**src/sv/tps_pkg.sv**
```systemverilog
// Shared types and constants of the terrain pixel shader.
// Used by every module of the block; depends on nothing.
package tps_pkg;

   // Raster height that the latitude term of the temperature is based on.
   localparam int ROWS = 1024;

   localparam int NUM_STAGES = 7;
   localparam int IN_TDATA_W = 112;
   localparam int IN_TUSER_W = 2;
   localparam int OUT_TDATA_W = 24;
   localparam int CSR_ADDR_W = 4;
   localparam int CSR_DATA_W = 32;

   localparam logic signed [15:0] SEA_LEVEL_RST = -16'sd500;
   localparam logic [11:0] PRECIP_GAIN_RST = 12'd614;
   localparam logic [11:0] TEMP_GAIN_RST = 12'd512;

   localparam logic [7:0] DESERT_RGB [0:2] = '{8'd238, 8'd211, 8'd117};
   localparam logic [7:0] GREEN_RGB [0:2] = '{8'd49, 8'd146, 8'd1};
   localparam logic [7:0] SEA_RGB [0:2] = '{8'd27, 8'd40, 8'd75};

   // Latitude: floor(dist * 2048 / (10 * ROWS)) as dist * LAT_MUL >> LAT_SHIFT.
   localparam longint unsigned LAT_DIV = 64'(10 * ROWS);
   localparam longint unsigned LAT_RECIP = ((64'd1 << 40) + LAT_DIV - 64'd1) / LAT_DIV;
   localparam int LAT_MUL_W = 36;
   localparam logic [LAT_MUL_W-1:0] LAT_MUL = LAT_MUL_W'(LAT_RECIP);
   localparam int LAT_SHIFT = 29;
   localparam int DIST_W = 13;

   // Elevation term: floor(diff * 216 / 9251) as diff * ELE_MUL >> ELE_SHIFT.
   localparam longint unsigned ELE_RECIP = ((64'd1 << 38) + 64'd9250) / 64'd9251;
   localparam int ELE_MUL_W = 33;
   localparam logic [ELE_MUL_W-1:0] ELE_MUL = ELE_MUL_W'(64'd216 * ELE_RECIP);
   localparam int ELE_SHIFT = 38;

   // Shade: floor(mag * 2048 / 125) as mag * LIGHT_MUL >> LIGHT_SHIFT, mag below 2048.
   localparam longint unsigned LIGHT_RECIP = ((64'd1 << 30) + 64'd124) / 64'd125;
   localparam int LIGHT_MUL_W = 24;
   localparam logic [LIGHT_MUL_W-1:0] LIGHT_MUL = LIGHT_MUL_W'(LIGHT_RECIP);
   localparam int LIGHT_SHIFT = 19;
   localparam logic [16:0] SHADE_ONE = 17'd65536;
   localparam logic [16:0] SHADE_MIN = 17'd32768;
   localparam logic [16:0] SHADE_MAX = 17'd98304;

   // Blend weights: floor(y / 255) as y * WEIGHT_RECIP >> 24 for y below 65280.
   localparam logic [16:0] WEIGHT_RECIP = 17'd65794;
   localparam logic [19:0] WEIGHT_SAT = 20'd65280;
   localparam logic [16:0] WEIGHT_ONE = 17'h10000;

   typedef enum logic [1:0] {
      CSR_SEA_LEVEL = 2'd0,
      CSR_PRECIP_GAIN = 2'd1,
      CSR_TEMP_GAIN = 2'd2
   } csr_reg_type;

   typedef struct packed {
      logic signed [15:0] sea_level;
      logic [11:0] precip_gain;
      logic [11:0] temp_gain;
   } cfg_type;

   typedef struct packed {
      logic [NUM_STAGES-1:0] load;
   } pipe_ctrl_type;

   typedef struct packed {
      logic signed [15:0] elevation;
      logic signed [15:0] elevation_above;
      logic first_row;
      logic [9:0] row_index;
      logic [7:0] rain_nw;
      logic [7:0] rain_ne;
      logic [7:0] rain_sw;
      logic [7:0] rain_se;
      logic [15:0] frac_x;
      logic [15:0] frac_y;
      logic interp_on;
   } pixel_in_type;

   typedef struct packed {
      logic sea;
      logic [7:0] temp;
      logic [16:0] shade;
      logic [19:0] rain_gain;
   } front_out_type;

endpackage

```
**src/sv/tps_csr.sv**
```systemverilog
// Configuration registers of the terrain pixel shader behind an APB-style port.
// Depends on tps_pkg.
module tps_csr
   import tps_pkg::*;
(
   input  logic clock,
   input  logic reset,
   input  logic csr_psel,
   input  logic csr_penable,
   input  logic csr_pwrite,
   input  logic [CSR_ADDR_W-1:0] csr_paddr,
   input  logic [CSR_DATA_W-1:0] csr_pwdata,
   output logic [CSR_DATA_W-1:0] csr_prdata,
   output logic csr_pready,
   output cfg_type cfg
);

   cfg_type cfg_ff;
   cfg_type cfg_in;
   csr_reg_type sel;
   logic wr_en;

   assign sel = csr_reg_type'(csr_paddr[3:2]);
   assign wr_en = csr_psel && csr_penable && csr_pwrite;
   assign csr_pready = 1'b1;
   assign cfg = cfg_ff;

   always_comb begin
      cfg_in = cfg_ff;
      if (wr_en) begin
         unique case (sel)
            CSR_SEA_LEVEL: cfg_in.sea_level = csr_pwdata[15:0];
            CSR_PRECIP_GAIN: cfg_in.precip_gain = csr_pwdata[11:0];
            CSR_TEMP_GAIN: cfg_in.temp_gain = csr_pwdata[11:0];
            default: cfg_in = cfg_ff;
         endcase
      end
   end

   always_comb begin
      unique case (sel)
         CSR_SEA_LEVEL: csr_prdata = CSR_DATA_W'(cfg_ff.sea_level);
         CSR_PRECIP_GAIN: csr_prdata = CSR_DATA_W'(cfg_ff.precip_gain);
         CSR_TEMP_GAIN: csr_prdata = CSR_DATA_W'(cfg_ff.temp_gain);
         default: csr_prdata = '0;
      endcase
   end

   always_ff @(posedge clock) begin
      if (reset) begin
         cfg_ff.sea_level <= SEA_LEVEL_RST;
         cfg_ff.precip_gain <= PRECIP_GAIN_RST;
         cfg_ff.temp_gain <= TEMP_GAIN_RST;
      end else begin
         cfg_ff <= cfg_in;
      end
   end

endmodule

```
**config.mk**
```make
export PLATFORM = sky130hd
export DESIGN_NAME = tps_csr
export DESIGN_NICKNAME = d
export VERILOG_FILES = /design/src/sv/tps_pkg.sv /design/src/sv/tps_csr.sv
export SDC_FILE = /design/constraint.sdc
export NUM_CORES = 1
export LEC_CHECK = 0
export BUFFER_PORTS_ARGS = -buffer_cell sky130_fd_sc_hd__buf_4
export CAP_MARGIN = 20
export CELL_PAD_IN_SITES_DETAIL_PLACEMENT = 2
export CELL_PAD_IN_SITES_GLOBAL_PLACEMENT = 2
export CORE_MARGIN = 3
export CORE_UTILIZATION = 24
export CTS_CLUSTER_DIAMETER = 60
export DETAILED_ROUTE_END_ITERATION = 8
export GPL_ROUTABILITY_DRIVEN = 0
export PLACE_DENSITY_LB_ADDON = 0.25
export SLEW_MARGIN = 20
export SYNTH_ARGS = -nofsm -noshare
export SYNTH_HDL_FRONTEND = slang
export SYNTH_SLANG_ARGS = --single-unit
```
**constraint.sdc**
```tcl
create_clock -name clock -period 1.9 [get_ports clock]
set_clock_uncertainty 0.2 [all_clocks]
set_input_delay 0.19 -clock clock [delete_from_list [all_inputs] [get_ports clock]]
set_output_delay 0.19 -clock clock [all_outputs]
set_load 0.02 [all_outputs]
```
==> flow_summary.yaml <==
detailed_routing:
  vias: 1812
  vias_per_cell: 4.53
  drt_iter0_markers: 45
  wl_per_cell_microns: 16.4
  drt_pre_antenna_iters: 4
  drc: 0
  antenna_left: 0
  wl_mm: 6.57
setup_path:
  arrival_ns: 1.33
  critPathCaptureType: "output port"
  start_kind: "flop"
  worst-path-max-fanout: 17
  critPathRequiredTime_ns: 1.51
  critPathKind: "reg2out"
synth:
  synthFlopType: "dfxtp_1"
  syn_avg_cell_area_sq_um: 9.49
  synth_cells: 218
  synth_edf_count: 0
  netlist_area_sq_mm: 0.00207
  yosysUniqueCellTypes: 23
  yosysSeqAreaShare_pct: 38.7
  synthesis.nets: 259
  async_flop_share_pct: 0
  synth-seq-cells: 40
  synth_warnings: 0
layout:
  fillers: 942
  layout-drive-gt1-share_pct: 38.6
  n_antenna_cell: 0
  fin_nets: 335
  largest_reg_flops: 40
  syn_to_final_growth_pct: 37.9
clock_tree:
  cts_resized: 0
  cts_max_path_buffers: 2
  post_cts_buffers: 0
  htreeDepth: 2
  root_buffer: "clkbuf_8"
  clk_pin_slew_ns: 0.08
  cts_hold_buf: 2
  cts_tree: "done"
  clk_latency_ns: 0.29
  cts_buffers: 5
  clock-sinks: 40
power_and_ir_drop:
  peakVddDrop_v: 0.000215
  power.density_mw_per_mm2: 653
  finalPower_mw: 1.86
  p_leak_nw: 1.36
sta:
  max_freq_mhz: 580
  post-route-period-util_pct: 90.7
  fin_crit_ns: 1.72
  setup-tns-final_ns: 0
  hold_viol: 0
  drv_slew: 0
  setup_violations: 0
  worstMarginPinSlew_ns: 0.502
  slew_headroom_pct: 66.6
  rsz0062_at_grt: "no"
floorplan:
  dieWidth_microns: 98.9
  initial_core_util_pct: 24.9
  fp.dieArea_sq_mm: 0.00977
  pin_count: 114
  row_count: 33
  die_h_microns: 98.9
  coreArea_sq_mm: 0.00830
run:
  max_cap_viol_count: 0
global_routing:
  grt_first_pass_wirelength_mm: 10.1
  antenna_found_initial: 0
  grt_use_total_pct: 13.0
  grt_pass1_vias: 1800
  globalRouteOverflowTotal: 0
  grt_max_degree: 54
placed_design:
  dp_hpwl_mm: 4.87
  io_buffers: 94
status:
  outcome: "finished clean"
hold_path:
  hp-class: "in2reg"
-- cell usage after synthesis (3+ instances only) --
library cell | instances | share of area [%]
mux2i_1 | 42 | 20
and2_1 | 4 | 1.2
clkbuf_1 | 7 | 1.3
nand2b_1 | 36 | 11
buf_2 | 3 | 0.73
dfxtp_1 | 40 | 39
nor2_1 | 7 | 1.3
nand2_1 | 13 | 2.4
o21ai_0 | 12 | 2.9
a211o_1 | 10 | 4.2
and3_1 | 10 | 3.0
buf_6 | 3 | 1.6
buf_4 | 21 | 7.6
-- critical path, cell delays in order (launching register included) --
cell and delay, ns:
dfxtp_1 0.35, and2_1 0.45, buf_4 0.24
-- logic make-up after synthesis --
group                  after synthesis  share of synthesized area, %
AOI/OAI and AO/OA                   22                          7.13
and+or+nand+nor                     79                          22.4
DFF                                 40                          38.7
muxes                               42                          20.3
buffers and inverters               34                          11.2
other                                1                         0.181
-- where the power goes --
| group | internal, mW | switching, mW | total [mW] |
|---|---|---|---|
| clock network | 0.390 | 0.297 | 0.687 |
| registers | 0.851 | 0.0107 | 0.861 |
| logic | 0.142 | 0.174 | 0.316 |
| total | 1.38 | 0.481 | 1.86 |
-- per-layer routing --
layer  wire (microns)  part of all wire, %  GRT usage (%)  vias up
met3              504                  7.7           4.10        2
met2             3210                   49           22.5       66
met5                0                    0              0        -
met1             2830                   43           16.0      879
met4               24                 0.37           2.21        0
li1                 -                    -              -      865
-- final cells by class --
| cell class | instances | area (sq um) | area share (%) |
|---|---|---|---|
| clock buffer | 6 | 72.6 | 2.54 |
| multi-input combinational | 144 | 1040 | 36.3 |
| timing repair buffer | 103 | 778 | 27.3 |
| clock inverter | 2 | 35.0 | 1.23 |
| sequential | 40 | 801 | 28.1 |
| tap | 105 | 131 | 4.60 |
-- worst paths after layout --
check / from / endpoint / slack (ns) / cells past startpoint
worst max-delay path: cfg[39] / csr_prdata[27] / 0.18 / 2
worst min register to register: cfg[38] / cfg[38] / 0.29 / 1
worst max register to register: cfg[35] / cfg[35] / 0.98 / 1
worst min-delay path: csr_pwdata[11] / cfg[11] / 0.01 / 3
-- per-stage QoR --
step	utilization, %	setup WS, ns	std cells	cell area [sq um]	hold WS [ns]
3_3_place_gp	32.9	0.251	390	2730	0.269
6_report	34.4	0.177	400	2850	0.0104
2_1_floorplan	-	0.170	218	2070	0.145
3_5_place_dp	32.9	0.201	390	2730	0.274
4_1_cts	34.4	0.133	400	2850	0.00102
5_1_grt	34.4	0.0350	400	2850	0.0121
-- cell usage in the layout, fill, tap and decap left out, drive strengths merged, types with 2 or more instances in the layout --
cell and count:
nor2 8, mux2i 42, dfxtp 40, clkbuf 6, dlygate4sd3 2, buf 101, and2 5, nand2 14
o21ai 12, a211o 10, nand2b 36, and3 11
No activity file was read; power rests on OpenSTA's default activity.
