## config.mk

```make
export PLATFORM = sky130hd
export DESIGN_NAME = tps_front
export DESIGN_NICKNAME = d
export VERILOG_FILES = /design/src/sv/tps_pkg.sv /design/src/sv/tps_front.sv
export SDC_FILE = /design/constraint.sdc
export NUM_CORES = 2
export LEC_CHECK = 0
export ABC_AREA = 1
export BUFFER_PORTS_ARGS = -buffer_cell sky130_fd_sc_hd__buf_4
export CAP_MARGIN = 30
export CORE_AREA = 2 2 444 314
export CTS_CLUSTER_SIZE = 12
export DETAILED_ROUTE_END_ITERATION = 8
export DIE_AREA = 0 0 446 316
export SYNTH_ARGS = -nofsm -noshare
export SYNTH_HDL_FRONTEND = slang
export SYNTH_SLANG_ARGS = --single-unit
```

## constraint.sdc

```tcl
create_clock -name clock -period 7.59 [get_ports clock]
set_input_delay 0.759 -clock clock [delete_from_list [all_inputs] [get_ports clock]]
set_output_delay 0.759 -clock clock [all_outputs]
set_load 0.005 [all_outputs]
```

## src/sv/tps_pkg.sv

```systemverilog
// Shared types and constants of the terrain pixel shader.
// Used by every module of the block; depends on nothing.
package tps_pkg;

   // Raster height that the latitude term of the temperature is based on.
   localparam int ROWS = 1024;

   localparam int NUM_STAGES = 7;
   localparam int IN_TDATA_W = 112;
   localparam int IN_TUSER_W = 2;
   localparam int OUT_TDATA_W = 24;
   localparam int CSR_ADDR_W = 4;
   localparam int CSR_DATA_W = 32;

   localparam logic signed [15:0] SEA_LEVEL_RST = -16'sd500;
   localparam logic [11:0] PRECIP_GAIN_RST = 12'd614;
   localparam logic [11:0] TEMP_GAIN_RST = 12'd512;

   localparam logic [7:0] DESERT_RGB [0:2] = '{8'd238, 8'd211, 8'd117};
   localparam logic [7:0] GREEN_RGB [0:2] = '{8'd49, 8'd146, 8'd1};
   localparam logic [7:0] SEA_RGB [0:2] = '{8'd27, 8'd40, 8'd75};

   // Latitude: floor(dist * 2048 / (10 * ROWS)) as dist * LAT_MUL >> LAT_SHIFT.
   localparam longint unsigned LAT_DIV = 64'(10 * ROWS);
   localparam longint unsigned LAT_RECIP = ((64'd1 << 40) + LAT_DIV - 64'd1) / LAT_DIV;
   localparam int LAT_MUL_W = 36;
   localparam logic [LAT_MUL_W-1:0] LAT_MUL = LAT_MUL_W'(LAT_RECIP);
   localparam int LAT_SHIFT = 29;
   localparam int DIST_W = 13;

   // Elevation term: floor(diff * 216 / 9251) as diff * ELE_MUL >> ELE_SHIFT.
   localparam longint unsigned ELE_RECIP = ((64'd1 << 38) + 64'd9250) / 64'd9251;
   localparam int ELE_MUL_W = 33;
   localparam logic [ELE_MUL_W-1:0] ELE_MUL = ELE_MUL_W'(64'd216 * ELE_RECIP);
   localparam int ELE_SHIFT = 38;

   // Shade: floor(mag * 2048 / 125) as mag * LIGHT_MUL >> LIGHT_SHIFT, mag below 2048.
   localparam longint unsigned LIGHT_RECIP = ((64'd1 << 30) + 64'd124) / 64'd125;
   localparam int LIGHT_MUL_W = 24;
   localparam logic [LIGHT_MUL_W-1:0] LIGHT_MUL = LIGHT_MUL_W'(LIGHT_RECIP);
   localparam int LIGHT_SHIFT = 19;
   localparam logic [16:0] SHADE_ONE = 17'd65536;
   localparam logic [16:0] SHADE_MIN = 17'd32768;
   localparam logic [16:0] SHADE_MAX = 17'd98304;

   // Blend weights: floor(y / 255) as y * WEIGHT_RECIP >> 24 for y below 65280.
   localparam logic [16:0] WEIGHT_RECIP = 17'd65794;
   localparam logic [19:0] WEIGHT_SAT = 20'd65280;
   localparam logic [16:0] WEIGHT_ONE = 17'h10000;

   typedef enum logic [1:0] {
      CSR_SEA_LEVEL = 2'd0,
      CSR_PRECIP_GAIN = 2'd1,
      CSR_TEMP_GAIN = 2'd2
   } csr_reg_type;

   typedef struct packed {
      logic signed [15:0] sea_level;
      logic [11:0] precip_gain;
      logic [11:0] temp_gain;
   } cfg_type;

   typedef struct packed {
      logic [NUM_STAGES-1:0] load;
   } pipe_ctrl_type;

   typedef struct packed {
      logic signed [15:0] elevation;
      logic signed [15:0] elevation_above;
      logic first_row;
      logic [9:0] row_index;
      logic [7:0] rain_nw;
      logic [7:0] rain_ne;
      logic [7:0] rain_sw;
      logic [7:0] rain_se;
      logic [15:0] frac_x;
      logic [15:0] frac_y;
      logic interp_on;
   } pixel_in_type;

   typedef struct packed {
      logic sea;
      logic [7:0] temp;
      logic [16:0] shade;
      logic [19:0] rain_gain;
   } front_out_type;

endpackage

```

## src/sv/tps_front.sv

```systemverilog
// Front stages 1 to 3: rain interpolation, latitude and elevation terms,
// shade factor, temperature and the rain gain product. Depends on tps_pkg.
module tps_front
   import tps_pkg::*;
(
   input  logic clock,
   input  pipe_ctrl_type ctrl,
   input  cfg_type cfg,
   input  pixel_in_type pix,
   output front_out_type result
);

   localparam int LAT_PROD_W = DIST_W + LAT_MUL_W;
   localparam int LAT_Q_W = LAT_PROD_W - LAT_SHIFT;
   localparam int ELE_PROD_W = 16 + ELE_MUL_W;
   localparam int ELE_Q_W = ELE_PROD_W - ELE_SHIFT;
   localparam int LIGHT_PROD_W = 11 + LIGHT_MUL_W;

   function automatic logic [7:0] lerp8(input logic [7:0] a, input logic [7:0] b,
                                        input logic [15:0] f);
      logic [16:0] inv;
      logic [24:0] sum;
      inv = 17'h10000 - {1'b0, f};
      sum = 25'(a) * 25'(inv) + 25'(b) * 25'(f);
      return sum[23:16];
   endfunction

   // Stage 1 registers.
   logic [7:0] s1_top_ff, s1_top_in, s1_bot_ff, s1_bot_in, s1_nw_ff;
   logic [15:0] s1_fy_ff;
   logic s1_interp_ff, s1_sea_ff, s1_sea_in, s1_neg_ff, s1_neg_in, s1_big_ff, s1_big_in;
   logic [10:0] s1_mag_ff, s1_mag_in;
   logic [15:0] s1_diff_ff, s1_diff_in;
   logic [DIST_W-1:0] s1_dist_ff, s1_dist_in;

   logic signed [16:0] light_s, diff_s;
   logic [16:0] light_mag;
   logic signed [13:0] row_off;

   always_comb begin
      s1_top_in = lerp8(pix.rain_nw, pix.rain_ne, pix.frac_x);
      s1_bot_in = lerp8(pix.rain_sw, pix.rain_se, pix.frac_x);
      light_s = pix.first_row ? 17'sd0
                : ({pix.elevation[15], pix.elevation}
                   - {pix.elevation_above[15], pix.elevation_above});
      s1_neg_in = light_s[16];
      light_mag = s1_neg_in ? 17'(-light_s) : 17'(light_s);
      s1_big_in = |light_mag[16:11];
      s1_mag_in = light_mag[10:0];
      diff_s = {pix.elevation[15], pix.elevation} - {cfg.sea_level[15], cfg.sea_level};
      s1_sea_in = diff_s[16] || (diff_s == 17'sd0);
      s1_diff_in = diff_s[15:0];
      row_off = $signed({3'b000, pix.row_index, 1'b0}) - $signed(14'(ROWS));
      s1_dist_in = row_off[13] ? DIST_W'(-row_off) : DIST_W'(row_off);
   end

   always_ff @(posedge clock) begin
      if (ctrl.load[0]) begin
         s1_top_ff <= s1_top_in;
         s1_bot_ff <= s1_bot_in;
         s1_nw_ff <= pix.rain_nw;
         s1_fy_ff <= pix.frac_y;
         s1_interp_ff <= pix.interp_on;
         s1_sea_ff <= s1_sea_in;
         s1_neg_ff <= s1_neg_in;
         s1_big_ff <= s1_big_in;
         s1_mag_ff <= s1_mag_in;
         s1_diff_ff <= s1_diff_in;
         s1_dist_ff <= s1_dist_in;
      end
   end

   // Stage 2: final interpolation, the two temperature terms and the shade factor.
   logic [7:0] s2_rain_ff, s2_rain_in;
   logic [8:0] s2_lat_ff, s2_lat_in, s2_ele_ff, s2_ele_in;
   logic [16:0] s2_shade_ff, s2_shade_in;
   logic s2_sea_ff;

   logic [LAT_PROD_W-1:0] lat_prod;
   logic [LAT_Q_W-1:0] lat_q;
   logic [ELE_PROD_W-1:0] ele_prod;
   logic [ELE_Q_W-1:0] ele_q;
   logic [LIGHT_PROD_W-1:0] light_prod;
   logic [15:0] light_q;
   logic [17:0] shade_up;

   always_comb begin
      s2_rain_in = s1_interp_ff ? lerp8(s1_top_ff, s1_bot_ff, s1_fy_ff) : s1_nw_ff;
      lat_prod = LAT_PROD_W'(s1_dist_ff) * LAT_PROD_W'(LAT_MUL);
      lat_q = lat_prod[LAT_PROD_W-1:LAT_SHIFT];
      // Any term above 255 already drives the temperature to zero.
      s2_lat_in = (lat_q > LAT_Q_W'(256)) ? 9'd256 : lat_q[8:0];
      ele_prod = ELE_PROD_W'(s1_diff_ff) * ELE_PROD_W'(ELE_MUL);
      ele_q = ele_prod[ELE_PROD_W-1:ELE_SHIFT];
      s2_ele_in = (ele_q > ELE_Q_W'(256)) ? 9'd256 : ele_q[8:0];
      light_prod = LIGHT_PROD_W'(s1_mag_ff) * LIGHT_PROD_W'(LIGHT_MUL);
      light_q = light_prod[LIGHT_SHIFT+15:LIGHT_SHIFT];
      shade_up = 18'(SHADE_ONE) + 18'(light_q);
      if (s1_big_ff) begin
         s2_shade_in = s1_neg_ff ? SHADE_MIN : SHADE_MAX;
      end else if (s1_neg_ff) begin
         s2_shade_in = (17'(light_q) > SHADE_MIN) ? SHADE_MIN : (SHADE_ONE - 17'(light_q));
      end else begin
         s2_shade_in = (shade_up > 18'(SHADE_MAX)) ? SHADE_MAX : shade_up[16:0];
      end
   end

   always_ff @(posedge clock) begin
      if (ctrl.load[1]) begin
         s2_rain_ff <= s2_rain_in;
         s2_lat_ff <= s2_lat_in;
         s2_ele_ff <= s2_ele_in;
         s2_shade_ff <= s2_shade_in;
         s2_sea_ff <= s1_sea_ff;
      end
   end

   // Stage 3: temperature and the rain gain product.
   front_out_type s3_ff, s3_in;
   logic [9:0] rain3;
   logic [17:0] ceil_prod;
   logic [10:0] temp_sub;

   always_comb begin
      // ceil(3 * rain / 10) taken as floor((3 * rain + 9) / 10).
      rain3 = 10'(s2_rain_ff) * 10'd3 + 10'd9;
      ceil_prod = 18'(rain3) * 18'd205;
      temp_sub = 11'(s2_lat_ff) + 11'(s2_ele_ff) + 11'(ceil_prod[17:11]);
      s3_in.sea = s2_sea_ff;
      s3_in.temp = (temp_sub >= 11'd255) ? 8'd0 : 8'(11'd255 - temp_sub);
      s3_in.shade = s2_shade_ff;
      s3_in.rain_gain = 20'(s2_rain_ff) * 20'(cfg.precip_gain);
   end

   always_ff @(posedge clock) begin
      if (ctrl.load[2]) begin
         s3_ff <= s3_in;
      end
   end

   assign result = s3_ff;

endmodule

```

==> flow_metrics.py <==
metrics = {
    "critical_path": {
        "critical_path_class": "flip-flop to flip-flop",
        "r2r-start": "s2_rain_ff[2]",
        "end_kind": "flip-flop",
        "required_ns": 7.85,
        "worstSetupStartpointType": "flip-flop",
        "rrSetupSlack_ns": 0.02,
        "startpoint": "s2_rain_ff[2]",
        "cp.arrival_ns": 7.83,
        "cp_slowest_cell": "fa_1",
        "crit_path_max_incr_delay_ns": 0.57,
        "critPathMaxFanout": 8,
        "rr_endpoint": "result[38]",
        "worstSetupEndpoint": "result[38]",
        "reg2reg_depth": 38,
    },
    "drt": {
        "num_vias": 42630,
        "wl_um": 149800,
        "drtPass1Iterations": 8,
        "first_iter_violations": 2925,
        "detail_route.wl_per_cell_um": 17.14,
        "drc": 0,
        "viasPerCell": 4.879,
        "antenna_left": 0,
    },
    "logic_synthesis": {
        "netlist_area_mm2": 0.05435,
        "synth_xor_area_frac": 0.02136,
        "seq_area_frac_synth": 0.09559,
        "async_flop_share": 0,
        "synth_mux_area_frac": 0,
        "synth-seq-cells": 173,
        "ys_types": 59,
        "synth.avg_cell_area_um2": 8.074,
        "syn-instance-count": 6731,
        "synthFlopType": "edfxtp_1",
        "synth-simple-area-share": 0.1690,
        "yosys.area_share.adder": 0.5252,
        "synth_edf_count": 173,
        "ys_warn_count": 0,
        "synth_top_family_by_area": "adder cells",
        "synth_compound_area_frac": 0.04796,
    },
    "die": {
        "rows": 114,
        "die_h_um": 316,
        "start_util": 0.3969,
        "die_area_mm2": 0.1409,
        "coreArea_mm2": 0.1369,
        "die_w_um": 446,
        "ioPinCount": 202,
    },
    "cts": {
        "clockRootBuffer": "clkbuf_16",
        "clock_latency_ns": 0.53,
        "clkTransAtPathRegs_ns": 0.08,
        "cts_tree": "yes",
        "cts_sinks": 173,
        "htree_levels": 4,
        "cts_made_buffers": 17,
        "hold_buffers": 0,
        "clock_path_buffers": 2,
    },
    "global_routing": {
        "grt_pass1_vias": 43420,
        "antenna_found_initial": 9,
        "gr-total-overflow": 0,
        "grt_pass1_wl_um": 240500,
        "grt_max_degree": 47,
        "grt_usage": 0.2190,
    },
    "placed_design": {
        "routabilityCongestion": 0.9458,
        "post-dp-hpwl_um": 131300,
        "port_buffers": 185,
        "place_ws_ns": -0.1779,
    },
    "sta": {
        "setup-violations-final": 0,
        "rsz0062_at_grt": "true",
        "tightest_slew_ns": 0.9793,
        "tns_ns": 0,
        "hold_viol_final": 0,
        "maxSlewViolCount": 0,
        "min_period_ns": 7.572,
        "fin_crit_sh": 0.9976,
        "worst_slack_ns": 0.01811,
        "fin_skew_ns": 0.02532,
        "clock.fmax_mhz": 132.1,
        "relSlewSlack": 0.3471,
    },
    "final_layout": {
        "final_cell_mix": "inv_1, nand2_1, fa_1",
        "final_common_cell": "inv_1",
        "drive_above_1_share": 0.07642,
        "fin_nets": 8773,
        "utilization": 0.4343,
        "area_growth_pct": 9.434,
    },
    "outcome": {
        "status": "complete, no violations",
    },
    "run": {
        "cap_violations": 0,
    },
    "worst_hold_path": {
        "hp-class": "primary input to flip-flop",
    },
}
## metal layers
metal,share of wire,GRT usage,vias up
met4,0.012,0.03721,2
met1,0.50,0.3384,20950
met2,0.41,0.3091,1181
li1,-,-,20390
met3,0.083,0.05492,114
met5,0.000087,0,-
## registers in the layout, indices dropped and copies added (netlist names), 9 cells and up
register and flops:
s1_dist_ff 12, s2_lat_ff 9, result 46, s1_fy_ff 16, s2_shade_ff 17, s2_ele_ff 9
s1_mag_ff 11, s1_diff_ff 16
## worst min path at each step
stage,depth (start not counted),startpoint,slack [ns],end
4_1_cts,1,pix[2],0.35,s1_fy_ff[1]
3_3_place_gp,0,s1_sea_ff,0.40,s2_sea_ff
5_1_grt,1,pix[2],0.37,s1_fy_ff[1]
3_5_place_dp,0,s1_sea_ff,0.40,s2_sea_ff
6_report,1,pix[2],0.40,s1_fy_ff[1]
2_1_floorplan,0,s2_shade_ff[0],0.40,result[20]
## cells in the mapped netlist (4+ instances only)
cell type  instances  area share
nor2_2             7     0.00081
edfxtp_1         173       0.096
nand3_1          157       0.014
o21a_1             7     0.00097
a211oi_1           4     0.00055
nand2_1         1565        0.11
a21oi_2            4     0.00064
xor2_1            81       0.013
ha_1             718        0.17
buf_4              5     0.00069
nor3_1            38      0.0035
o21bai_1          14      0.0019
a21o_1            24      0.0033
and3_1             5     0.00058
nand4_1           46      0.0053
clkbuf_1         154       0.011
inv_2             10     0.00069
inv_1           1833        0.13
o21ai_0          137       0.013
nor4_1            14      0.0016
fa_1             977        0.36
xnor2_1           49      0.0079
nor2_4            11      0.0023
or2_2             13      0.0015
buf_2              5     0.00046
a21boi_0          14      0.0019
nor2_1           328       0.023
nand2_2           18      0.0021
nand3_2            7      0.0013
o2111ai_1          5     0.00081
buf_1              8     0.00055
a21oi_1          232       0.021
a31oi_1           13      0.0015
nand3b_1          13      0.0018
nand2_4            4     0.00083
## stage by stage
| step | area [um2] | cells | hold WS, ns |
|---|---|---|---|
| after floorplan | 54350 | 6732 | 0.4003 |
| after CTS | 58990 | 8720 | 0.3511 |
| after detailed placement | 58360 | 8684 | 0.4045 |
| final | 59470 | 8739 | 0.4049 |
| after global routing | 59470 | 8739 | 0.3663 |
| after global placement | 58360 | 8684 | 0.4018 |
## critical path: cells and delay by family (launching register included)
| family | cells | cell delay (ns) |
|---|---|---|
| adders and majority gates | 9 | 3.45 |
| AOI/OAI and AO/OA | 12 | 1.86 |
| and+or+nand+nor | 7 | 0.60 |
| buffers and inverters | 8 | 0.55 |
| DFF | 1 | 0.43 |
| xor gates and xnor gates | 2 | 0.38 |
## layout make-up
type                       instances  area (um2)
antenna                            6       15.01
clock buffer                      20       436.7
clock inverter                    12       136.4
fill                           13660       77460
inverter                        1846        6943
multi-input combinational       4537       41890
sequential                       173        5195
tap                             1798        2250
timing repair buffer             347        2609
## what timing repair did
| item | 4_1_cts | 5_1_grt |
|---|---|---|
| resized for setup | 3 | 86 |
| endpoints found under the hold margin | 0 | 0 |
| setup endpoints to repair | 8 | 19 |
| buffers inserted | 4 | 14 |
| pin swaps | 4 | 56 |
## kinds of logic after synthesis
logic type,Yosys count
other cells,1
buf+inv,2022
fa+ha+maj,1695
xor+xnor,131
compound gates,470
flops,173
simple gates,2239
Power is not shown: default switching activity piles up to over one toggle a cycle in this logic, so the estimate is an artifact.
