$ cat src/sv/tps_pkg.sv
// Shared types and constants of the terrain pixel shader.
// Used by every module of the block; depends on nothing.
package tps_pkg;

   // Raster height that the latitude term of the temperature is based on.
   localparam int ROWS = 1024;

   localparam int NUM_STAGES = 7;
   localparam int IN_TDATA_W = 112;
   localparam int IN_TUSER_W = 2;
   localparam int OUT_TDATA_W = 24;
   localparam int CSR_ADDR_W = 4;
   localparam int CSR_DATA_W = 32;

   localparam logic signed [15:0] SEA_LEVEL_RST = -16'sd500;
   localparam logic [11:0] PRECIP_GAIN_RST = 12'd614;
   localparam logic [11:0] TEMP_GAIN_RST = 12'd512;

   localparam logic [7:0] DESERT_RGB [0:2] = '{8'd238, 8'd211, 8'd117};
   localparam logic [7:0] GREEN_RGB [0:2] = '{8'd49, 8'd146, 8'd1};
   localparam logic [7:0] SEA_RGB [0:2] = '{8'd27, 8'd40, 8'd75};

   // Latitude: floor(dist * 2048 / (10 * ROWS)) as dist * LAT_MUL >> LAT_SHIFT.
   localparam longint unsigned LAT_DIV = 64'(10 * ROWS);
   localparam longint unsigned LAT_RECIP = ((64'd1 << 40) + LAT_DIV - 64'd1) / LAT_DIV;
   localparam int LAT_MUL_W = 36;
   localparam logic [LAT_MUL_W-1:0] LAT_MUL = LAT_MUL_W'(LAT_RECIP);
   localparam int LAT_SHIFT = 29;
   localparam int DIST_W = 13;

   // Elevation term: floor(diff * 216 / 9251) as diff * ELE_MUL >> ELE_SHIFT.
   localparam longint unsigned ELE_RECIP = ((64'd1 << 38) + 64'd9250) / 64'd9251;
   localparam int ELE_MUL_W = 33;
   localparam logic [ELE_MUL_W-1:0] ELE_MUL = ELE_MUL_W'(64'd216 * ELE_RECIP);
   localparam int ELE_SHIFT = 38;

   // Shade: floor(mag * 2048 / 125) as mag * LIGHT_MUL >> LIGHT_SHIFT, mag below 2048.
   localparam longint unsigned LIGHT_RECIP = ((64'd1 << 30) + 64'd124) / 64'd125;
   localparam int LIGHT_MUL_W = 24;
   localparam logic [LIGHT_MUL_W-1:0] LIGHT_MUL = LIGHT_MUL_W'(LIGHT_RECIP);
   localparam int LIGHT_SHIFT = 19;
   localparam logic [16:0] SHADE_ONE = 17'd65536;
   localparam logic [16:0] SHADE_MIN = 17'd32768;
   localparam logic [16:0] SHADE_MAX = 17'd98304;

   // Blend weights: floor(y / 255) as y * WEIGHT_RECIP >> 24 for y below 65280.
   localparam logic [16:0] WEIGHT_RECIP = 17'd65794;
   localparam logic [19:0] WEIGHT_SAT = 20'd65280;
   localparam logic [16:0] WEIGHT_ONE = 17'h10000;

   typedef enum logic [1:0] {
      CSR_SEA_LEVEL = 2'd0,
      CSR_PRECIP_GAIN = 2'd1,
      CSR_TEMP_GAIN = 2'd2
   } csr_reg_type;

   typedef struct packed {
      logic signed [15:0] sea_level;
      logic [11:0] precip_gain;
      logic [11:0] temp_gain;
   } cfg_type;

   typedef struct packed {
      logic [NUM_STAGES-1:0] load;
   } pipe_ctrl_type;

   typedef struct packed {
      logic signed [15:0] elevation;
      logic signed [15:0] elevation_above;
      logic first_row;
      logic [9:0] row_index;
      logic [7:0] rain_nw;
      logic [7:0] rain_ne;
      logic [7:0] rain_sw;
      logic [7:0] rain_se;
      logic [15:0] frac_x;
      logic [15:0] frac_y;
      logic interp_on;
   } pixel_in_type;

   typedef struct packed {
      logic sea;
      logic [7:0] temp;
      logic [16:0] shade;
      logic [19:0] rain_gain;
   } front_out_type;

endpackage

$ cat src/sv/tps_color.sv
// Color stages 4 to 7: blend weights, desert/green blend, snow blend and shading.
// Depends on tps_pkg.
module tps_color
   import tps_pkg::*;
(
   input  logic clock,
   input  pipe_ctrl_type ctrl,
   input  cfg_type cfg,
   input  front_out_type front,
   output logic [7:0] red,
   output logic [7:0] green,
   output logic [7:0] blue
);

   function automatic logic [16:0] weight(input logic [19:0] y);
      logic [32:0] prod;
      prod = 33'(y[15:0]) * 33'(WEIGHT_RECIP);
      if (y >= WEIGHT_SAT) begin
         return WEIGHT_ONE;
      end
      return {1'b0, y[15:0]} + 17'(prod[32:24]);
   endfunction

   function automatic logic [7:0] scale8(input logic [7:0] c, input logic [16:0] w);
      logic [24:0] prod;
      prod = 25'(c) * 25'(w);
      return prod[23:16];
   endfunction

   function automatic logic [7:0] add8(input logic [7:0] a, input logic [7:0] b);
      logic [8:0] sum;
      sum = {1'b0, a} + {1'b0, b};
      return sum[8] ? 8'd255 : sum[7:0];
   endfunction

   // Stage 4.
   logic [16:0] s4_pw_ff, s4_pw_in, s4_shade_ff;
   logic [19:0] s4_tgy_ff, s4_tgy_in;
   logic s4_sea_ff;

   always_comb begin
      s4_pw_in = weight(front.rain_gain);
      s4_tgy_in = 20'(front.temp) * 20'(cfg.temp_gain);
   end

   always_ff @(posedge clock) begin
      if (ctrl.load[3]) begin
         s4_pw_ff <= s4_pw_in;
         s4_tgy_ff <= s4_tgy_in;
         s4_shade_ff <= front.shade;
         s4_sea_ff <= front.sea;
      end
   end

   // Stage 5.
   logic [16:0] s5_tw_ff, s5_tw_in, s5_shade_ff;
   logic [7:0] s5_c_ff [0:2];
   logic [7:0] s5_c_in [0:2];
   logic s5_sea_ff;

   always_comb begin
      s5_tw_in = weight(s4_tgy_ff);
      for (int k = 0; k < 3; k++) begin
         s5_c_in[k] = add8(scale8(DESERT_RGB[k], WEIGHT_ONE - s4_pw_ff),
                           scale8(GREEN_RGB[k], s4_pw_ff));
      end
   end

   always_ff @(posedge clock) begin
      if (ctrl.load[4]) begin
         s5_tw_ff <= s5_tw_in;
         s5_c_ff <= s5_c_in;
         s5_shade_ff <= s4_shade_ff;
         s5_sea_ff <= s4_sea_ff;
      end
   end

   // Stage 6: snow blend toward white.
   logic [7:0] s6_c_ff [0:2];
   logic [7:0] s6_c_in [0:2];
   logic [16:0] s6_shade_ff;
   logic s6_sea_ff;

   always_comb begin
      for (int k = 0; k < 3; k++) begin
         s6_c_in[k] = add8(scale8(s5_c_ff[k], s5_tw_ff),
                           scale8(8'd255, WEIGHT_ONE - s5_tw_ff));
      end
   end

   always_ff @(posedge clock) begin
      if (ctrl.load[5]) begin
         s6_c_ff <= s6_c_in;
         s6_shade_ff <= s5_shade_ff;
         s6_sea_ff <= s5_sea_ff;
      end
   end

   // Stage 7: shading, or the fixed sea color.
   logic [7:0] s7_c_ff [0:2];
   logic [7:0] s7_c_in [0:2];
   logic [24:0] shade_prod [0:2];

   always_comb begin
      for (int k = 0; k < 3; k++) begin
         shade_prod[k] = 25'(s6_c_ff[k]) * 25'(s6_shade_ff);
         if (s6_sea_ff) begin
            s7_c_in[k] = SEA_RGB[k];
         end else begin
            s7_c_in[k] = shade_prod[k][24] ? 8'd255 : shade_prod[k][23:16];
         end
      end
   end

   always_ff @(posedge clock) begin
      if (ctrl.load[6]) begin
         s7_c_ff <= s7_c_in;
      end
   end

   assign red = s7_c_ff[0];
   assign green = s7_c_ff[1];
   assign blue = s7_c_ff[2];

endmodule

$ cat config.mk
export PLATFORM = sky130hd
export DESIGN_NAME = tps_color
export DESIGN_NICKNAME = d
export VERILOG_FILES = /design/src/sv/tps_pkg.sv /design/src/sv/tps_color.sv
export SDC_FILE = /design/constraint.sdc
export NUM_CORES = 2
export LEC_CHECK = 0
export BUFFER_PORTS_ARGS = -buffer_cell sky130_fd_sc_hd__buf_2
export CAP_MARGIN = 10
export CORE_MARGIN = 3
export CORE_UTILIZATION = 36
export CTS_BUF_LIST = sky130_fd_sc_hd__clkbuf_8
export DETAILED_ROUTE_END_ITERATION = 16
export SLEW_MARGIN = 20
export SYNTH_ARGS = -nofsm -noshare
export SYNTH_HDL_FRONTEND = slang
export SYNTH_SLANG_ARGS = --single-unit
$ cat constraint.sdc
create_clock -name clock -period 7.3 [get_ports clock]
set_input_delay 1.46 -clock clock [delete_from_list [all_inputs] [get_ports clock]]
set_output_delay 1.46 -clock clock [all_outputs]
set_load 0.05 [all_outputs]
==> report_table.html <==
<table>
<tr><th>Metric</th><th>Value</th></tr>
<tr><th colspan="2">Run status</th></tr>
<tr><td>Status</td><td>finished, final reports clean</td></tr>
<tr><th colspan="2">Routing</th></tr>
<tr><td>Antenna-violating nets left</td><td>0</td></tr>
<tr><td>Average vias per placed instance</td><td>4.92</td></tr>
<tr><td>Total wire length</td><td>111000 µm</td></tr>
<tr><td>Routed length per placed instance</td><td>15.8 µm</td></tr>
<tr><td>Vias post-DR</td><td>34400</td></tr>
<tr><td>Drt initial violations</td><td>1548</td></tr>
<tr><td>DR pass1 iterations</td><td>5</td></tr>
<tr><td>DRC</td><td>0</td></tr>
<tr><th colspan="2">STA</th></tr>
<tr><td>Final critical delay including setup and external delays</td><td>7.08 ns</td></tr>
<tr><td>Worst Tran Pin Value</td><td>1.07 ns</td></tr>
<tr><td>Count of endpoints failing setup in the final report</td><td>0</td></tr>
<tr><td>Highest attainable clock frequency</td><td>141 MHz</td></tr>
<tr><td>Unrepaired setup endpoints after global routing</td><td>true</td></tr>
<tr><td>Worst relative slew slack</td><td>28.9%</td></tr>
<tr><td>Clock tree skew after final layout</td><td>0.0269 ns</td></tr>
<tr><td>Final hold violations</td><td>0</td></tr>
<tr><td>Worst slack on hold paths</td><td>0.428 ns</td></tr>
<tr><td>Part of the cycle the worst path needs</td><td>97.0%</td></tr>
<tr><td>Pins over their slew limit</td><td>0</td></tr>
<tr><th colspan="2">Logic synthesis</th></tr>
<tr><td>Dominant combinational cell family by area after synthesis</td><td>adder cells</td></tr>
<tr><td>Leading post-synthesis cells by cell area</td><td>sky130_fd_sc_hd__fa_1 (33%), sky130_fd_sc_hd__ha_1 (20%), sky130_fd_sc_hd__edfxtp_1 (11%), sky130_fd_sc_hd__inv_1 (7.8%), sky130_fd_sc_hd__and2_1 (6.4%)</td></tr>
<tr><td>Number of nets produced by synthesis</td><td>6734</td></tr>
<tr><td>Number of standard cells after synthesis</td><td>5100</td></tr>
<tr><td>Dominant synthesized flop cell</td><td>sky130_fd_sc_hd__edfxtp_1</td></tr>
<tr><td>Most numerous cell in the Yosys netlist</td><td>sky130_fd_sc_hd__inv_1</td></tr>
<tr><td>Share of synthesized flip-flops with an asynchronous set or reset</td><td>0%</td></tr>
<tr><td>Share of the synthesized netlist area taken by xor and xnor gates</td><td>4.65%</td></tr>
<tr><td>Simple-gate share of the synthesized area</td><td>14.9%</td></tr>
<tr><td>Number of storage elements in the synthesis netlist</td><td>180</td></tr>
<tr><td>Sequential element share of the synthesized area</td><td>11.3%</td></tr>
<tr><td>Fraction of synthesized area in multiplexers</td><td>0.128%</td></tr>
<tr><td>Total number of yosys warnings</td><td>0</td></tr>
<tr><td>Avg Cell Area, Syn</td><td>9.42 µm²</td></tr>
<tr><td>EDFF count, synth</td><td>180</td></tr>
<tr><td>Synth Cell Area</td><td>0.0480 mm²</td></tr>
<tr><td>Adder and majority gate portion of the synthesized area</td><td>52.5%</td></tr>
<tr><td>Cell taking the most area after synthesis</td><td>sky130_fd_sc_hd__fa_1</td></tr>
<tr><td>Most numerous cell types in the synthesized netlist</td><td>sky130_fd_sc_hd__inv_1 (995), sky130_fd_sc_hd__fa_1 (780), sky130_fd_sc_hd__ha_1 (760)</td></tr>
<tr><td>Yosys top cell area share</td><td>32.5%</td></tr>
<tr><td>Compound-Gate Fraction of Synth Area</td><td>7.52%</td></tr>
<tr><td>Synth cell types</td><td>80</td></tr>
<tr><th colspan="2">Global routing</th></tr>
<tr><td>Pin count of the biggest net entering global routing</td><td>60</td></tr>
<tr><td>Initial antenna violation count</td><td>6</td></tr>
<tr><td>Total congestion overflow</td><td>0</td></tr>
<tr><td>Wire length of the first global-routing pass</td><td>187000 µm</td></tr>
<tr><td>Via count of the first global-routing pass</td><td>36800</td></tr>
<tr><td>All-Layer GR Usage</td><td>16.7%</td></tr>
<tr><th colspan="2">Die</th></tr>
<tr><td>Area of the core region</td><td>0.132 mm²</td></tr>
<tr><td>Chip width</td><td>371 µm</td></tr>
<tr><td>Area of the die</td><td>0.138 mm²</td></tr>
<tr><td>Num rows</td><td>133</td></tr>
<tr><td>Initial standard-cell utilization of the core</td><td>36.4%</td></tr>
<tr><td>Number of ports placed on the die boundary</td><td>118</td></tr>
<tr><td>Height of the chip</td><td>371 µm</td></tr>
<tr><th colspan="2">CTS</th></tr>
<tr><td>Maximum number of buffers from clock root to sink</td><td>2</td></tr>
<tr><td>Register clock-pin slew on the reported worst setup and hold paths</td><td>0.10 ns</td></tr>
<tr><td>TritonCTS clock tree</td><td>yes</td></tr>
<tr><td>Root cell of the clock tree</td><td>sky130_fd_sc_hd__clkbuf_8</td></tr>
<tr><td>Number of buffers added by the clock tree synthesis step</td><td>17</td></tr>
<tr><td>Number of levels in the clock H-tree</td><td>4</td></tr>
<tr><td># hold bufs at CTS</td><td>0</td></tr>
<tr><td>Sinks on the clock net</td><td>180</td></tr>
<tr><td>Clock latency of the later-clocked register in the worst-skew pair</td><td>0.60 ns</td></tr>
<tr><th colspan="2">Placement</th></tr>
<tr><td>Final RePlAce weighted congestion</td><td>0.845</td></tr>
<tr><td>DP Wirelength</td><td>89600 µm</td></tr>
<tr><td>Count of buffers inserted at the top-level ports</td><td>86</td></tr>
<tr><th colspan="2">Worst setup path</th></tr>
<tr><td>Worst setup path class</td><td>reg2reg</td></tr>
<tr><td>Required time of the worst setup path</td><td>7.75 ns</td></tr>
<tr><td>Worst endpoint data arrival time</td><td>7.53 ns</td></tr>
<tr><td>CP max stage delay</td><td>0.52 ns</td></tr>
<tr><td>Worst-path fanout max</td><td>6</td></tr>
<tr><td>Register-to-register setup slack</td><td>0.22 ns</td></tr>
<tr><td>Worst Setup End Kind</td><td>flip-flop</td></tr>
<tr><td>Startpoint types</td><td>flip-flop</td></tr>
<tr><td>Slowest stage cell on the critical path</td><td>sky130_fd_sc_hd__fa_1</td></tr>
<tr><th colspan="2">Min path</th></tr>
<tr><td>Hold crit path type</td><td>reg2reg</td></tr>
<tr><th colspan="2">Flow run</th></tr>
<tr><td>Max cap viols</td><td>0</td></tr>
<tr><th colspan="2">Finish</th></tr>
<tr><td>Number of filler instances in the final layout</td><td>13100</td></tr>
<tr><td>Share of layout cells above drive strength 1</td><td>8.20%</td></tr>
<tr><td>Storage element area</td><td>0.00541 mm²</td></tr>
<tr><td>Area grow syn2layout</td><td>9.11%</td></tr>
<tr><td>Area of combinational cells with multiple inputs</td><td>0.0389 mm²</td></tr>
<tr><td>Final design utilization</td><td>39.7%</td></tr>
<tr><td>Layout net count</td><td>6852</td></tr>
</table>
-- through the flow --
step                instances  instance area [µm²]  setup TNS (ns)  setup WS (ns)
finish                   6990                52400               0          0.220
global placement         6930                51200               0         0.0522
detailed placement       6930                51200         -0.0346        -0.0179
global route             6988                52400          -0.951        -0.0748
CTS                      6962                51600               0         0.0183
floorplan                5100                48100         -0.0289        -0.0289
-- worst paths after layout --
| kind | cells after the start | endpoint | startpoint |
|---|---|---|---|
| hold reg to reg | 0 | s5_shade_ff[6]$_DFFE_PP_ | s4_shade_ff[6]$_DFFE_PP_ |
| setup / recovery | 28 | s6_c_ff[0]$_SDFFCE_PP1P_ | s5_tw_ff[9]$_SDFFCE_PP0P_ |
| hold / removal | 0 | s5_shade_ff[6]$_DFFE_PP_ | s4_shade_ff[6]$_DFFE_PP_ |
| setup reg to reg | 28 | s6_c_ff[0]$_SDFFCE_PP1P_ | s5_tw_ff[9]$_SDFFCE_PP0P_ |
-- sequential cells by signal, indices dropped and copies added, names as in the netlist --
name         count
red              8
s6_c_ff         24
s5_c_ff         24
s5_tw_ff        17
s5_sea_ff        1
blue             8
s5_shade_ff     17
s6_sea_ff        1
s4_shade_ff     17
s4_tgy_ff       20
green            8
s6_shade_ff     17
s4_sea_ff        1
s4_pw_ff        17
-- worst max-delay path, delay by kind of cell, from the launching register on --
family / cells / cell delay [ns]
AOI/OAI and AO/OA: 6 / 1.13
xor gates and xnor gates: 2 / 0.32
adders and majority gates: 7 / 2.95
buffers and inverters: 6 / 0.44
DFF: 1 / 0.41
and+or+nand+nor: 7 / 1.73
-- repair_timing --
item	CTS	global route
buffers inserted	0	25
gates resized for setup	6	121
pin swaps	0	44
gates cloned	0	0
endpoints found under the setup margin	6	48
-- cells in the final DEF, fill, tap and decap left out, types with 7 or more instances in the layout --
cell type,count
sky130_fd_sc_hd__nand3_1,56
sky130_fd_sc_hd__nand2_1,526
sky130_fd_sc_hd__xnor2_1,146
sky130_fd_sc_hd__clkbuf_8,17
sky130_fd_sc_hd__nand4_1,22
sky130_fd_sc_hd__o21bai_1,21
sky130_fd_sc_hd__maj3_1,8
sky130_fd_sc_hd__buf_4,171
sky130_fd_sc_hd__nor4_2,7
sky130_fd_sc_hd__a31oi_1,21
sky130_fd_sc_hd__xor2_1,81
sky130_fd_sc_hd__and3_1,26
sky130_fd_sc_hd__inv_2,9
sky130_fd_sc_hd__or2_2,9
sky130_fd_sc_hd__and2_1,489
sky130_fd_sc_hd__nor4_1,8
sky130_fd_sc_hd__a211oi_1,18
sky130_fd_sc_hd__edfxtp_1,180
sky130_fd_sc_hd__a21oi_1,145
sky130_fd_sc_hd__a21oi_2,8
sky130_fd_sc_hd__buf_2,84
sky130_fd_sc_hd__o31ai_1,11
sky130_fd_sc_hd__o211ai_1,11
sky130_fd_sc_hd__or3_1,15
sky130_fd_sc_hd__nor2_2,7
sky130_fd_sc_hd__o21a_1,25
sky130_fd_sc_hd__nor3_1,41
sky130_fd_sc_hd__inv_1,985
sky130_fd_sc_hd__ha_1,750
sky130_fd_sc_hd__fa_1,775
sky130_fd_sc_hd__nor2_1,113
sky130_fd_sc_hd__a41oi_1,8
sky130_fd_sc_hd__a21o_1,75
sky130_fd_sc_hd__nor2b_1,22
sky130_fd_sc_hd__o21ai_0,92
sky130_fd_sc_hd__nand2b_1,24
sky130_fd_sc_hd__a211o_1,9
sky130_fd_sc_hd__xnor2_2,22
-- final cells by class --
cell class	count	area share (%)
antenna	4	0.0191
clock buffer	17	0.447
clock inverter	15	0.298
inverter	998	7.16
multi-input combinational	3764	74.3
sequential	180	10.3
tap	1755	4.19
timing repair buffer	257	3.30
-- metal layers --
metal / vias to the layer above / GRT usage [%] / wire length, µm / share of wire, %
met5: - / 0 / 0 / 0
met4: 0 / 3.03 / 1370 / 1.2
met3: 87 / 1.84 / 4120 / 3.7
met2: 608 / 28.8 / 53200 / 48
met1: 17200 / 22.8 / 51800 / 47
li1: 16400 / - / - / -
-- kinds of logic (layout without fill, tap and decap cells) --
kind of cell / count (synthesis) / in the layout
XOR/XNOR: 255 / 255
AND/OR/NAND/NOR: 1415 / 1415
flip-flops: 180 / 180
multiplexers: 6 / 6
buffers and inverters: 1156 / 1287
AO/OA/AOI/OAI: 539 / 539
adder cells (fa/ha/maj): 1549 / 1549
other: 0 / 4
Power is left out: the tool's default activity adds up to more than one toggle a clock period on the data nets, which glitch-free logic cannot reach.
